File: src/hw/rtl/dsg_pkg.sv
`default_nettype none

package dsg_pkg;

    localparam int OPERAND_W = 32;
    localparam int SCALE_W   = 16;
    localparam int LOAD_W    = 32;
    localparam int CFG_IDX_W = 3;
    localparam int CFG_DAT_W = 32;

    typedef enum logic [2:0] {
        OP_ADD_LOAD  = 3'd0,
        OP_SET_LOAD  = 3'd1,
        OP_ADJUST    = 3'd2,
        OP_RESTART   = 3'd3,
        OP_COUNT_EN  = 3'd4
    } t_opcode;

    typedef enum logic [1:0] {
        DIR_STEADY = 2'd0,
        DIR_DOWN   = 2'd1,
        DIR_UP     = 2'd2,
        DIR_FLOOR  = 2'd3
    } t_dir;

    typedef enum logic [CFG_IDX_W-1:0] {
        CFG_TARGET_LOAD    = 3'd0,
        CFG_LOAD_TOLERANCE = 3'd1,
        CFG_STEP_SIZE      = 3'd2,
        CFG_MIN_SCALE      = 3'd3,
        CFG_MAX_SCALE      = 3'd4,
        CFG_IDEAL_SCALE    = 3'd5,
        CFG_GOVERNOR_OFF   = 3'd6
    } t_cfg_idx;

    localparam logic [31:0]        RST_TARGET_LOAD    = 32'd2000;
    localparam logic [31:0]        RST_LOAD_TOLERANCE = 32'd350;
    localparam logic [SCALE_W-1:0] RST_STEP_SIZE      = 16'd33;
    localparam logic [SCALE_W-1:0] RST_MIN_SCALE      = 16'd819;
    localparam logic [SCALE_W-1:0] RST_MAX_SCALE      = 16'd4915;
    localparam logic [SCALE_W-1:0] RST_IDEAL_SCALE    = 16'd4096;

endpackage

`default_nettype wire

File: src/hw/rtl/dsg_in_if.sv
`default_nettype none

interface dsg_in_if;
    logic                           valid;
    logic                           ready;
    logic [2:0]                     opcode;
    logic [dsg_pkg::OPERAND_W-1:0]  operand_value;

    modport source (output valid, output opcode, output operand_value, input ready);
    modport sink   (input valid, input opcode, input operand_value, output ready);
endinterface

`default_nettype wire

File: src/hw/rtl/dsg_out_if.sv
`default_nettype none

interface dsg_out_if;
    logic                           valid;
    logic                           ready;
    logic [dsg_pkg::SCALE_W-1:0]    scale_now;
    logic                           panic_flag;
    logic [dsg_pkg::LOAD_W-1:0]     load_now;
    logic [1:0]                     direction;

    modport source (output valid, output scale_now, output panic_flag,
                    output load_now, output direction, input ready);
    modport sink   (input valid, input scale_now, input panic_flag,
                    input load_now, input direction, output ready);
endinterface

`default_nettype wire

File: src/hw/rtl/detail_scale_governor.sv
`default_nettype none

// Load governor: accumulates a per-frame load count and, on each adjust
// transaction, steps an unsigned Q4.12 scale factor down or up by one, two or
// four times step_size depending on how far the count lies from target_load
// in units of load_tolerance, with hysteresis, a floor mark and a panic flag.
// Every input transaction returns exactly one result carrying the state after
// it. One transaction is accepted every cycle while the result is not stalled;
// a result passes through the input register, then the state registers, which
// double as the result register. A stalled result holds the input register
// and drops input ready. The adjust path of 32-bit compares and one add/clamp
// sits between those two registers. The load count is COUNT_BITS wide and
// saturates at its maximum; load_now shows it zero-extended. Configuration
// writes take effect at once and belong in idle periods.
module detail_scale_governor #(
    parameter int COUNT_BITS = 32
) (
    input  wire                              i_clk,
    input  wire                              i_rst_n,
    dsg_in_if.sink                           i_in,
    dsg_out_if.source                        o_out,
    input  wire                              i_cfg_we,
    input  wire [dsg_pkg::CFG_IDX_W-1:0]     i_cfg_idx,
    input  wire [dsg_pkg::CFG_DAT_W-1:0]     i_cfg_data
);

    localparam int SW = dsg_pkg::SCALE_W;
    localparam logic [32:0] CNT_MAX = 33'((34'd1 << COUNT_BITS) - 34'd1);

    // configuration
    logic [31:0]   r_target_load;
    logic [31:0]   r_load_tolerance;
    logic [SW-1:0] r_step_size;
    logic [SW-1:0] r_min_scale;
    logic [SW-1:0] r_max_scale;
    logic [SW-1:0] r_ideal_scale;
    logic          r_governor_off;

    // input register
    logic          r_in_vld;
    logic [2:0]    r_op;
    logic [31:0]   r_val;

    // state, also the result register
    logic                  r_out_vld;
    logic [SW-1:0]         r_scale;
    logic [COUNT_BITS-1:0] r_load;
    dsg_pkg::t_dir         r_dir;
    logic                  r_panic;
    logic                  r_count_en;

    logic [SW-1:0]         n_scale;
    logic [COUNT_BITS-1:0] n_load;
    dsg_pkg::t_dir         n_dir;
    logic                  n_panic;
    logic                  n_count_en;

    logic advance;
    logic process;

    assign advance = !r_out_vld || o_out.ready;
    assign process = r_in_vld && advance;
    assign i_in.ready = !r_in_vld || advance;

    always_ff @(posedge i_clk) begin
        if (!i_rst_n) begin
            r_target_load    <= dsg_pkg::RST_TARGET_LOAD;
            r_load_tolerance <= dsg_pkg::RST_LOAD_TOLERANCE;
            r_step_size      <= dsg_pkg::RST_STEP_SIZE;
            r_min_scale      <= dsg_pkg::RST_MIN_SCALE;
            r_max_scale      <= dsg_pkg::RST_MAX_SCALE;
            r_ideal_scale    <= dsg_pkg::RST_IDEAL_SCALE;
            r_governor_off   <= 1'b0;
        end else if (i_cfg_we) begin
            case (i_cfg_idx)
                dsg_pkg::CFG_TARGET_LOAD:    r_target_load    <= i_cfg_data;
                dsg_pkg::CFG_LOAD_TOLERANCE: r_load_tolerance <= i_cfg_data;
                dsg_pkg::CFG_STEP_SIZE:      r_step_size      <= i_cfg_data[SW-1:0];
                dsg_pkg::CFG_MIN_SCALE:      r_min_scale      <= i_cfg_data[SW-1:0];
                dsg_pkg::CFG_MAX_SCALE:      r_max_scale      <= i_cfg_data[SW-1:0];
                dsg_pkg::CFG_IDEAL_SCALE:    r_ideal_scale    <= i_cfg_data[SW-1:0];
                dsg_pkg::CFG_GOVERNOR_OFF:   r_governor_off   <= i_cfg_data[0];
                default: ;
            endcase
        end
    end

    always_ff @(posedge i_clk) begin
        if (!i_rst_n) begin
            r_in_vld <= 1'b0;
        end else if (i_in.ready) begin
            r_in_vld <= i_in.valid;
        end
    end

    always_ff @(posedge i_clk) begin
        if (i_in.ready && i_in.valid) begin
            r_op  <= i_in.opcode;
            r_val <= i_in.operand_value;
        end
    end

    // next-state logic
    logic [32:0]   cnt33;
    logic [32:0]   val33;
    logic [32:0]   sum33;
    logic [31:0]   cnt;
    logic          inactive;
    logic          cnt_gt_tgt;
    logic [31:0]   span;
    logic [32:0]   tgt_tol;
    logic [32:0]   tol2;
    logic          d_gt_tol;
    logic          d_gt_2tol;
    logic [SW+1:0] stp;
    logic [SW+1:0] dn_scale;
    logic [SW+2:0] up_scale;

    always_comb begin
        cnt33      = 33'(r_load);
        val33      = {1'b0, r_val};
        sum33      = cnt33 + val33;
        cnt        = 32'(r_load);
        inactive   = (r_target_load == '0) || (r_load_tolerance == '0) || r_governor_off;
        cnt_gt_tgt = cnt > r_target_load;
        span       = cnt_gt_tgt ? (cnt - r_target_load) : (r_target_load - cnt);
        tgt_tol    = {1'b0, r_target_load} + {1'b0, r_load_tolerance};
        tol2       = {r_load_tolerance, 1'b0};
        d_gt_tol   = span > r_load_tolerance;
        d_gt_2tol  = {1'b0, span} > tol2;

        if (d_gt_2tol) begin
            stp = {r_step_size, 2'b00};
        end else if (d_gt_tol || !cnt_gt_tgt) begin
            stp = {1'b0, r_step_size, 1'b0};
        end else begin
            stp = {2'b00, r_step_size};
        end

        // saturate at zero before the floor clamp
        dn_scale = ({2'b00, r_scale} > stp) ? ({2'b00, r_scale} - stp) : '0;
        up_scale = {3'b000, r_scale} + {1'b0, stp};

        n_scale    = r_scale;
        n_load     = r_load;
        n_dir      = r_dir;
        n_panic    = r_panic;
        n_count_en = r_count_en;

        case (r_op)
            dsg_pkg::OP_ADD_LOAD: begin
                if (r_count_en) begin
                    n_load = COUNT_BITS'((sum33 > CNT_MAX) ? CNT_MAX : sum33);
                end
            end
            dsg_pkg::OP_SET_LOAD: begin
                n_load = COUNT_BITS'((val33 > CNT_MAX) ? CNT_MAX : val33);
            end
            dsg_pkg::OP_ADJUST: begin
                n_panic = 1'b0;
                if (inactive) begin
                    n_scale = r_max_scale;
                end else if (cnt_gt_tgt) begin
                    // hold while rising and still inside the band
                    if (!(r_dir == dsg_pkg::DIR_UP && {1'b0, cnt} < tgt_tol)) begin
                        if (dn_scale < {2'b00, r_min_scale}) begin
                            n_scale = r_min_scale;
                            n_dir   = dsg_pkg::DIR_FLOOR;
                            n_panic = {1'b0, cnt} > tgt_tol;
                        end else begin
                            n_scale = dn_scale[SW-1:0];
                            n_dir   = dsg_pkg::DIR_DOWN;
                        end
                    end
                end else if (d_gt_tol) begin
                    n_dir   = dsg_pkg::DIR_UP;
                    n_scale = (up_scale > {3'b000, r_max_scale}) ? r_max_scale
                                                                 : up_scale[SW-1:0];
                end
            end
            dsg_pkg::OP_RESTART: begin
                n_scale    = r_ideal_scale;
                n_dir      = dsg_pkg::DIR_STEADY;
                n_panic    = 1'b0;
                n_count_en = 1'b1;
            end
            dsg_pkg::OP_COUNT_EN: begin
                n_count_en = r_val[0];
            end
            default: ;
        endcase
    end

    always_ff @(posedge i_clk) begin
        if (!i_rst_n) begin
            r_out_vld  <= 1'b0;
            r_scale    <= dsg_pkg::RST_IDEAL_SCALE;
            r_load     <= '0;
            r_dir      <= dsg_pkg::DIR_STEADY;
            r_panic    <= 1'b0;
            r_count_en <= 1'b1;
        end else begin
            if (advance) begin
                r_out_vld <= r_in_vld;
            end
            if (process) begin
                r_scale    <= n_scale;
                r_load     <= n_load;
                r_dir      <= n_dir;
                r_panic    <= n_panic;
                r_count_en <= n_count_en;
            end
        end
    end

    assign o_out.valid      = r_out_vld;
    assign o_out.scale_now  = r_scale;
    assign o_out.panic_flag = r_panic;
    assign o_out.load_now   = dsg_pkg::LOAD_W'(r_load);
    assign o_out.direction  = r_dir;

endmodule

`default_nettype wire

File: src/flat_wrapper.sv
// flat-port wrapper written by rule: the top's interface ports become plain ports
module detail_scale_governor_flat 
#(
    parameter int COUNT_BITS = 32
)
  (i_clk, i_rst_n, i_cfg_we, i_cfg_idx, i_cfg_data, i_in_valid, i_in_opcode, i_in_operand_value, i_in_ready, o_out_valid, o_out_scale_now, o_out_panic_flag, o_out_load_now, o_out_direction, o_out_ready);
  dsg_in_if i_in_i ();
  dsg_out_if o_out_i ();
  input  wire i_clk;
  input  wire i_rst_n;
  input  wire i_cfg_we;
  input  wire [dsg_pkg::CFG_IDX_W-1:0] i_cfg_idx;
  input  wire [dsg_pkg::CFG_DAT_W-1:0] i_cfg_data;
  input wire logic [$bits(i_in_i.valid)-1:0] i_in_valid;
  input wire logic [$bits(i_in_i.opcode)-1:0] i_in_opcode;
  input wire logic [$bits(i_in_i.operand_value)-1:0] i_in_operand_value;
  output wire logic [$bits(i_in_i.ready)-1:0] i_in_ready;
  output wire logic [$bits(o_out_i.valid)-1:0] o_out_valid;
  output wire logic [$bits(o_out_i.scale_now)-1:0] o_out_scale_now;
  output wire logic [$bits(o_out_i.panic_flag)-1:0] o_out_panic_flag;
  output wire logic [$bits(o_out_i.load_now)-1:0] o_out_load_now;
  output wire logic [$bits(o_out_i.direction)-1:0] o_out_direction;
  input wire logic [$bits(o_out_i.ready)-1:0] o_out_ready;
  assign i_in_i.valid = i_in_valid;
  assign i_in_i.opcode = i_in_opcode;
  assign i_in_i.operand_value = i_in_operand_value;
  assign i_in_ready = i_in_i.ready;
  assign o_out_valid = o_out_i.valid;
  assign o_out_scale_now = o_out_i.scale_now;
  assign o_out_panic_flag = o_out_i.panic_flag;
  assign o_out_load_now = o_out_i.load_now;
  assign o_out_direction = o_out_i.direction;
  assign o_out_i.ready = o_out_ready;
  detail_scale_governor #(.COUNT_BITS(COUNT_BITS)) u_core (.i_clk(i_clk), .i_rst_n(i_rst_n), .i_in(i_in_i), .o_out(o_out_i), .i_cfg_we(i_cfg_we), .i_cfg_idx(i_cfg_idx), .i_cfg_data(i_cfg_data));
endmodule
File: config.mk
export PLATFORM = sky130hd
export DESIGN_NAME = detail_scale_governor_flat
export DESIGN_NICKNAME = d
export VERILOG_FILES = /design/src/hw/rtl/dsg_pkg.sv /design/src/hw/rtl/dsg_in_if.sv /design/src/hw/rtl/dsg_out_if.sv /design/src/hw/rtl/detail_scale_governor.sv /design/src/flat_wrapper.sv
export SDC_FILE = /design/constraint.sdc
export NUM_CORES = 1
export LEC_CHECK = 0
export ABC_CLOCK_PERIOD_IN_PS = 13000
export BUFFER_PORTS_ARGS = -buffer_cell sky130_fd_sc_hd__buf_2
export CAP_MARGIN = 25
export CORE_MARGIN = 1.5
export CORE_UTILIZATION = 63
export DETAILED_ROUTE_END_ITERATION = 10
export PLACE_DENSITY = 0.79
export SETUP_SLACK_MARGIN = 0.02
export SLEW_MARGIN = 40
export SYNTH_ARGS = -nofsm -noshare
export SYNTH_HDL_FRONTEND = slang
export SYNTH_SLANG_ARGS = --single-unit
File: constraint.sdc
create_clock -name i_clk -period 13 [get_ports i_clk]
set_clock_uncertainty 0.2 [all_clocks]
set_input_delay 0.65 -clock i_clk [delete_from_list [all_inputs] [get_ports i_clk]]
set_output_delay 0.65 -clock i_clk [all_outputs]
set_load 0.05 [all_outputs]
# [Word-level counts from Yosys, hierarchy flattened]
# Cells that the tools add are included.
[totals] ff_bits=218 latch_bits=0 ram_bits=0 romBits=0 out_inout_bits=53 elab_cells=104 n_memories=0
[op_classes] addsub=6 n_mul=0 div=0 n_lt_le_gt_ge=9 n_eq_ne=17 shift=0 muxes=26 bitwise=0 reduce_logical=30
[ops] cell="$mux W16" n=6
[ops] cell="$mux W32" n=3
[ops] cell="$add A32 B32 Y33" n=2
[ops] cell="$gt A32 B33 Y1" n=2
[ops] cell="$gt A32 B32 Y1" n=2
[ops] cell="$logic_not A32 Y1" n=2
[ops] cell="$pmux W32 S2" n=1
[ops] cell="$sub A32 B32 Y32" n=2
[ops] cell="$mux W18" n=2
[ops] cell="$gt A33 B32 Y1 const B" n=1
[ops] cell="$lt A32 B33 Y1" n=1
[ops] cell="$pmux W16 S2" n=1
[ops] cell="$add A16 B18 Y19" n=1
[ops] cell="$gt A19 B16 Y1" n=1
[ops] cell="$gt A16 B18 Y1" n=1
[ops] cell="$lt A18 B16 Y1" n=1
[ops] cell="$reduce_and A2 Y1" n=9
[ops] cell="$sub A16 B18 Y18" n=1
[ops] cell="$mux W17" n=1
[ops] cell="$eq A3 B2 Y1 const B" n=4
[ops] cell="$eq A3 B3 Y1 const B" n=4
[ops] cell="$mux W2" n=5
[ops] cell="$eq A3 B1 Y1 const B" n=2
[ops] cell="$logic_not A3 Y1" n=2
[ops] cell="other kinds (17)" n=31

# [Depth between registers and ports, before layout]
# Gate-level depths: netlist of the first run.
[depth] depth_word=14 mapped_depth=51 ltp_nobuf=46

# [Worst setup path before layout of the first run]
# OpenSTA, ideal clock, no wires.
[synth_timing] path_type="flip-flop to flip-flop" startpoint="register u_core.r_load[29], in the netlist u_core.o_out.load_now[29]" endpoint="register u_core.r_scale[6], in the netlist u_core.o_out.scale_now[6]" t_arrival_ns=9.926 required_time_ns=12.683 path_slack_ns=2.756 path_stages_with_launch=50 path_buffers=8 path_cell_list="dfxtp_1 > inv_1 > ha_1 > clkbuf_1 > a21o_1 > a21o_1 > a221oi_1 > o21ai_1 > o21ai_1 > buf_4 > buf_4 > buf_2 > o211ai_1 > o21ai_0 > o31ai_1 > a221oi_1 > xnor2_1 > ha_1 > [... 14 more ...] > nand3_1 > a21o_1 > nand3_1 > nor2_1 > buf_2 > and2_1 > ha_1 > a21o_1 > a21o_1 > a21oi_1 > nor2_1 > a211oi_1 > o311ai_0 > o211a_4 > buf_6 > a221oi_2 > nand2_1 > a32o_1"
[synth_between] elab_chain_len=14
[synth_rtl] element="from (decl)" line="detail_scale_governor.sv:47" source="logic [COUNT_BITS-1:0] r_load;"
[synth_rtl] element="from (signal assigned)" line="detail_scale_governor.sv:208" source="r_load <= n_load;"
[synth_rtl] element="$sub A32 B32 Y32 / $gt A32 B32 Y1 (equally long branches)" line="detail_scale_governor.sv:126, detail_scale_governor.sv:125"
[synth_rtl] element="$mux W32" line="detail_scale_governor.sv:126" source="span = cnt_gt_tgt ? (cnt - r_target_load) : (r_target_load - cnt);"
[synth_rtl] element="$gt A32 B32 Y1" line="detail_scale_governor.sv:129" source="d_gt_tol = span > r_load_tolerance;"
[synth_rtl] element="$logic_or A1 B1 Y1" line="detail_scale_governor.sv:134" source="end else if (d_gt_tol || !cnt_gt_tgt) begin"
[synth_rtl] element="$mux W17" line="detail_scale_governor.sv:134"
[synth_rtl] element="$mux W18" line="detail_scale_governor.sv:132" source="if (d_gt_2tol) begin"
[synth_rtl] element="$sub A16 B18 Y18 / $gt A16 B18 Y1 (equally long branches)" line="detail_scale_governor.sv:141" source="dn_scale = ({2'b00, r_scale} > stp) ? ({2'b00, r_scale} - stp) : '0;"
[synth_rtl] element="$mux W18" line="detail_scale_governor.sv:141"
[synth_rtl] element="$lt A18 B16 Y1" line="detail_scale_governor.sv:166" source="if (dn_scale < {2'b00, r_min_scale}) begin"
[synth_rtl] element="$mux W16" line="detail_scale_governor.sv:166"
[synth_rtl] element="$mux W16" line="detail_scale_governor.sv:165" source="if (!(r_dir == dsg_pkg::DIR_UP && {1'b0, cnt} < tgt_tol)) begin"
[synth_rtl] element="$mux W16" line="detail_scale_governor.sv:163" source="end else if (cnt_gt_tgt) begin"
[synth_rtl] element="$mux W16" line="detail_scale_governor.sv:161" source="if (inactive) begin"
[synth_rtl] element="$pmux W16 S2" line="detail_scale_governor.sv:150" source="case (r_op)"
[synth_rtl] element="to (signal assigned)" line="detail_scale_governor.sv:197" source="r_scale <= dsg_pkg::RST_IDEAL_SCALE;"
[synth_rtl] element="to (signal assigned)" line="detail_scale_governor.sv:207" source="r_scale <= n_scale;"
[synth_rtl] element="to (decl)" line="detail_scale_governor.sv:46" source="logic [SW-1:0] r_scale;"
# Parallel ways exist; a longest one is shown, timed or not. The select of a mux whose other input is x is not followed.
# A chain may end at the register's enable or synchronous reset.

# [Final worst setup path of the first run]
[layout_timing] startpoint="register u_core.r_load[29], in the netlist u_core.o_out.load_now[29]" endpoint="register u_core.r_scale[12], in the netlist u_core.o_out.scale_now[12]"
# The elaborated chain is that of the path after synthesis.

==> impl_metrics.ini, run 1 <==
[critical_path]
reg2reg_depth = 45
cpMaxStageDelayCell = a2111oi_0
crit_family = compound AO/OA/AOI/OAI gates
critPathBufInv = 6
max_stage_delay_ns = 0.61
worstSetupEndpointType = flip-flop
reg2reg_from = u_core.o_out.load_now[29]
cp-start-kind = flip-flop
worstPathRequired_ns = 13.30
cpMostUsedCell = o21ai_0
crit_path_start = u_core.o_out.load_now[29]
worstPathArrival_ns = 12.47
cp.depth = 45
path_max_fanout = 15
critical_path_class = flip-flop to flip-flop

[yosys]
synthArstFlopShare_pct = 0
synth_seq_cells = 218
yosysTopAreaCell = dfxtp_1
yosysUniqueCellTypes = 81
synth.area.top_cells = dfxtp_1, ha_1, a21oi_1, nand2_1, edfxtp_1
synth_cells = 2612
syn_area_mm2 = 0.01998
synthesis.nets = 2979
yosys_warnings = 0
synth_top_cell_area_share_pct = 18.34
avgSynthCellArea_um2 = 7.649
ys.flop_type = dfxtp_1
synth_seq_area_share_pct = 23.60
synth_edf_count = 35

[clock_network]
post-cts-setup-buffers = 0
clk_latency_ns = 0.57
clock-sinks = 218
numCtsBuffers = 26
path_clk_slew_ns = 0.06
cts_tree = built
hold_buffers = 0
cts_buffer_depth = 3
ctsRootBufferMaster = clkbuf_16
htree_num_levels = 1

[timing]
rsz0062_at_grt = no
max_freq_mhz = 82.20
tns_ns = 0
finalHoldViolations = 0
setup-violations-final = 0
period_needed_ns = 12.16
setup_ws_ns = 0.8352
period_share_pct = 93.58
slew_viol_final = 0
worst_pin_slew_ns = 0.8338
slew_headroom_pct = 42.98

[power_and_ir_drop]
p_leak_nw = 9.813
finalPower_mw = 4.403
powerDensity_mw_per_mm2 = 201.4
peakVddDrop_uv = 185.6

[cells_and_area]
num-nets-final = 3049
fin_area_mm2 = 0.02186
synthToLayoutAreaGrowth_pct = 9.419
fillerInstances = 2547
layout-drive-gt1-share_pct = 8.626
final_util_pct = 69.64

[floorplanning]
coreArea_mm2 = 0.03139
ios = 128
start_util_pct = 63.64
rows = 65
die_width_um = 181.1
dieArea_mm2 = 0.03279
fp.dieH_um = 181.1

[global_routing]
grt_max_degree = 77
grt_overflow = 0
antenna_found_initial = 3
grt_pass1_wl_um = 110000
grt_pass1_vias = 19799
track_usage_pct = 42.75

[placed_design]
dpl.hpwl_um = 56730
place_ws_ns = 1.120
placed_cell_area_mm2 = 0.02089
io_buffers = 127
gp_congestion = 1.079

[detailed_routing]
wl_per_cell_um = 23.27
drt_iter0_drc = 2029
drt_pass1_iterations = 6
ant_nets = 0
vias = 20724
vias_per_cell = 6.677
wl_um = 72240
drc = 0

[hold_path]
worstHoldStart = i_in_operand_value[29]
min_path_cells = 1
hold_path.class = input port to flip-flop

[job]
drv_cap = 0

[outcome]
status = finished clean
state kept, by name, indices dropped and copies added, names as in the netlist:
| name | flops |
|---|---|
| u_core.o_out.scale_now | 16 |
| u_core.o_out.load_now | 32 |
| u_core.r_in_vld | 1 |
| u_core.r_op | 3 |
| u_core.o_out.valid | 1 |
| u_core.r_count_en | 1 |
| u_core.r_governor_off | 1 |
| u_core.r_step_size | 16 |
| u_core.r_target_load | 32 |
| u_core.r_load_tolerance | 32 |
| u_core.r_ideal_scale | 16 |
| u_core.r_max_scale | 16 |
| u_core.r_min_scale | 16 |
| u_core.r_val | 32 |
| u_core.o_out.panic_flag | 1 |
| u_core.o_out.direction | 2 |
cells in the final DEF (no fill, tap or decap), drive strengths merged, types with 6 or more instances in the layout:
cell	n
o211ai	41
o2111ai	8
a31oi	24
and3	20
a2111oi	10
a211o	7
a21boi	10
nor3	32
inv	211
o21ai	106
dfxtp	183
nand4	35
o31ai	11
a22oi	9
bufinv	6
o21bai	36
nor2	138
nand3	49
nand2b	46
edfxtp	35
a32o	13
mux2i	27
ha	286
clkbuf	36
a21oi	335
or2	7
a211oi	22
and2	17
xnor2	74
nor2b	26
nand2	390
a21o	98
nor4	28
or3	7
o221ai	36
xor2	32
a221oi	11
buf	150
o21a	18
fa	6
metrics by stage:
| step | hold WS, ns | std cells |
|---|---|---|
| floorplan | 0.2312 | 2612 |
| global placement | 0.2372 | 3056 |
| detailed placement | 0.2456 | 3056 |
| CTS | 0.04367 | 3103 |
| global route | 0.04511 | 3104 |
| finish | 0.05509 | 3104 |
metal layers:
metal | wire length, um | track usage (%)
met1 | 28700 | 55.23
met3 | 8285 | 10.18
met4 | 3855 | 20.60
met5 | 27 | 0
met2 | 31370 | 67.03
synthesized netlist by cell type, drive strengths merged (6+ instances only):
| cell | n |
|---|---|
| a2111oi | 10 |
| a211o | 7 |
| a211oi | 22 |
| a21boi | 10 |
| a21o | 98 |
| a21oi | 335 |
| a221oi | 11 |
| a22oi | 9 |
| a31oi | 24 |
| a32o | 13 |
| and2 | 17 |
| and3 | 20 |
| buf | 25 |
| clkbuf | 83 |
| dfxtp | 183 |
| edfxtp | 35 |
| fa | 6 |
| ha | 286 |
| inv | 211 |
| mux2i | 27 |
| nand2 | 390 |
| nand2b | 46 |
| nand3 | 49 |
| nand4 | 35 |
| nor2 | 138 |
| nor2b | 26 |
| nor3 | 32 |
| nor4 | 28 |
| o2111ai | 8 |
| o211ai | 41 |
| o21a | 18 |
| o21ai | 106 |
| o21bai | 36 |
| o221ai | 36 |
| o31ai | 11 |
| or2 | 7 |
| or3 | 7 |
| xnor2 | 74 |
| xor2 | 32 |
final timing paths:
check | to | slack (ns)
worst max-delay path | u_core.o_out.scale_now[12] | 0.84
worst min register to register | u_core.r_ideal_scale[11] | 0.25
worst max register to register | u_core.o_out.scale_now[12] | 0.84
worst min-delay path | u_core.r_val[29] | 0.06
report_power, final:
part / switching [mW] / internal (mW) / total [mW]
clock: 0.317 / 0.518 / 0.835
sequential: 0.0397 / 0.713 / 0.753
combinational: 1.77 / 1.05 / 2.81
total: 2.12 / 2.28 / 4.40
cell families (layout without fill, tap and decap cells):
logic type	count (synthesis)	after routing	share of synthesized area [%]
xor gates and xnor gates	106	106	4.647
and+or+nand+nor	816	816	18.83
AOI/OAI and AO/OA	829	829	26.58
buffers and inverters	319	408	6.194
other	0	1	0
adders and majority gates	292	292	18.51
muxes	32	32	1.635
DFF	218	218	23.60
timing repair:
action | 4_1_cts | 5_1_grt
gates resized for setup | 0 | 1
endpoints found under the hold margin | 0 | 0
endpoints found under the setup margin | 0 | 4
area by class of cell:
| cell class | instances | area [um2] | area share [%] |
|---|---|---|---|
| clock buffers | 36 | 740.7 | 3.388 |
| clock inverters | 11 | 222.7 | 1.019 |
| flip-flops and latches | 218 | 4715 | 21.57 |
| repair buffers | 150 | 812.0 | 3.715 |
| multi-input cells | 2075 | 14070 | 64.37 |
| diodes | 1 | 2.502 | 0.01145 |
| inverters | 211 | 793.3 | 3.629 |
| well taps | 402 | 503.0 | 2.301 |
worst reg2reg max path: cells and delay by family, from the launching register on:
family | cells | cell delay (ns)
AND/OR/NAND/NOR | 9 | 2.45
XOR/XNOR | 2 | 0.61
adder cells (fa/ha/maj) | 5 | 1.66
flip-flops | 1 | 0.60
AO/OA/AOI/OAI | 22 | 5.55
buffers and inverters | 6 | 0.85
multiplexers | 1 | 0.21
(Power assumes the default switching activity.)
==> inputs of run 2 (changes only) <==
REMOVE_ABC_BUFFERS = 1   (was default)
==> run 2 against run 1 <==
Critical path depth is the same. Fmax increased by 1.7%. Critical endpoint is now u_core.o_out.scale_now[14]. First-iteration DRC count increased by 26%. Sequential share of layout area barely moved. Combinational power about the same. Register-to-register slack gained 0.21 ns. Highest routed layer is now met4.
==> impl_metrics.ini, run 2 (same netlist as run 1, synthesis figures left out) <==
[outcome]
status = finished clean

[cells_and_area]
layout_common_cells = nand2_1, a21oi_1, ha_1
final_util_pct = 69.55
layout-drive-gt1-share_pct = 8.734
synthToLayoutAreaGrowth_pct = 9.281
fillerInstances = 2591
num-nets-final = 3051
fin_cells = 3106
final_common_cell = nand2_1

[detailed_routing]
drc = 0
ant_nets = 0
vias = 20333
vias_per_cell = 6.546
drt_iter0_drc = 2558
wl_um = 69040
wl_per_cell_um = 22.23
drt_pass1_iterations = 6

[critical_path]
path_max_fanout = 42
max_stage_delay_ns = 0.65
cpMaxStageDelayCell = a21boi_2
cp-start-kind = flip-flop
worstSetupEndpointType = flip-flop
worstPathArrival_ns = 12.21
worstPathRequired_ns = 13.26
cpMostUsedCell = a21o_1
critical_path_class = flip-flop to flip-flop

[floorplanning]
start_util_pct = 63.64
fp.dieH_um = 181.1
die_width_um = 181.1
ios = 128
coreArea_mm2 = 0.03139
dieArea_mm2 = 0.03279
rows = 65

[global_routing]
grt_pass1_vias = 19164
antenna_found_initial = 1
grt_max_degree = 61
top_usage_layer = met2
track_usage_pct = 41.12
gr-usage-met3_pct = 8.023
grt.met2_usage_pct = 64.72
grt_pass1_wl_um = 106800
grt_overflow = 0
globalRouteMet1Util_pct = 55.53

[power_and_ir_drop]
clockPowerShare_pct = 17.6
p_leak_nw = 9.793
powerDensity_mw_per_mm2 = 198.6
peakVddDrop_uv = 236.9
sequentialPowerShare_pct = 17.3
p_comb_share_pct = 65.1
intPower_mw = 2.236
finalPower_mw = 4.335
switchingPower_mw = 2.100
swShare_pct = 48.43

[clock_network]
htree_num_levels = 1
clk_latency_ns = 0.55
ctsRootBufferMaster = clkbuf_16
cts_buffer_depth = 3
clock-sinks = 218
cts_resized = 0
cts_tree = built
numCtsBuffers = 26
post-cts-setup-buffers = 0
hold_buffers = 0
path_clk_slew_ns = 0.07

[timing]
rsz0062_at_grt = no
tns_ns = 0
slew_viol_final = 0
setup-violations-final = 0
slew_headroom_pct = 42.64
finalHoldViolations = 0
period_share_pct = 91.98
max_freq_mhz = 83.63
period_needed_ns = 11.96
worst_pin_slew_ns = 0.8604

[placed_design]
dpl.hpwl_um = 53580
gp_congestion = 1.034
dp_cells = 3058
io_buffers = 127

[job]
drv_cap = 0

[hold_path]
hold_path.class = input port to flip-flop
run 2: cell count changes in the layout (fill, tap and decap cells not counted), moves of 2 or more:
cell       change
clkbuf_8       +3
clkbuf_1       -2
bufinv_16      -4
buf_4          +2
nor2_2         -3
nor2_4         +2
run 2: power groups by stage:
stage / logic [mW] / registers [mW] / clock network, mW
after floorplan: 1.91 / 0.785 / 0
after global placement: 2.67 / 0.760 / 0
after detailed placement: 2.71 / 0.762 / 0
after global routing: 3.07 / 0.751 / 0.787
final: 2.82 / 0.749 / 0.765
after CTS: 2.73 / 0.747 / 0.764
run 2: metrics by stage:
stage | setup slack (ns) | instance area, um2 | hold WS (ns)
6_report | 1.042 | 21830 | 0.06851
5_1_grt | 0.2160 | 21830 | 0.06814
3_3_place_gp | 1.319 | 20890 | 0.2388
2_1_floorplan | 1.064 | 19530 | 0.2303
3_5_place_dp | 1.109 | 20940 | 0.2485
4_1_cts | 1.022 | 21820 | 0.06269
run 2: final cells by class:
class                           instances  area (um2)  share of cell area, %
Antenna cell                            2       5.005                0.02292
Clock buffer                           37       774.5                  3.547
Clock inverter                          9       107.6                 0.4928
Inverter                              211       797.0                  3.650
Multi-Input combinational cell       2075       14100                  64.60
Sequential cell                       218        4715                  21.59
Tap cell                              402       503.0                  2.304
Timing Repair Buffer                  152       827.0                  3.788
run 2: worst max-delay path: cells and delay by family, from the launching register on:
kind	cells	cell delay [ns]
AO/OA/AOI/OAI	23	5.67
AND/OR/NAND/NOR	12	2.54
adder cells (fa/ha/maj)	4	1.41
buffers and inverters	4	1.01
flip-flops	1	0.50
multiplexers	1	0.25
XOR/XNOR	1	0.22
run 2: per-layer routing:
metal,routed length (um),up-vias
met5,0,-
met4,2734,0
met3,6448,176
met2,29990,1045
met1,29870,9596
li1,-,9516
run 2: worst paths after layout:
path | startpoint | endpoint | slack [ns] | depth (start not counted)
worst max-delay path | u_core.o_out.load_now[29] | u_core.o_out.scale_now[14] | 1.04 | 45
worst min-delay path | i_in_operand_value[5] | u_core.r_val[5] | 0.07 | 1
worst max register to register | u_core.o_out.load_now[29] | u_core.o_out.scale_now[14] | 1.04 | 45
worst min register to register | u_core.r_max_scale[15] | u_core.r_max_scale[15] | 0.26 | 2
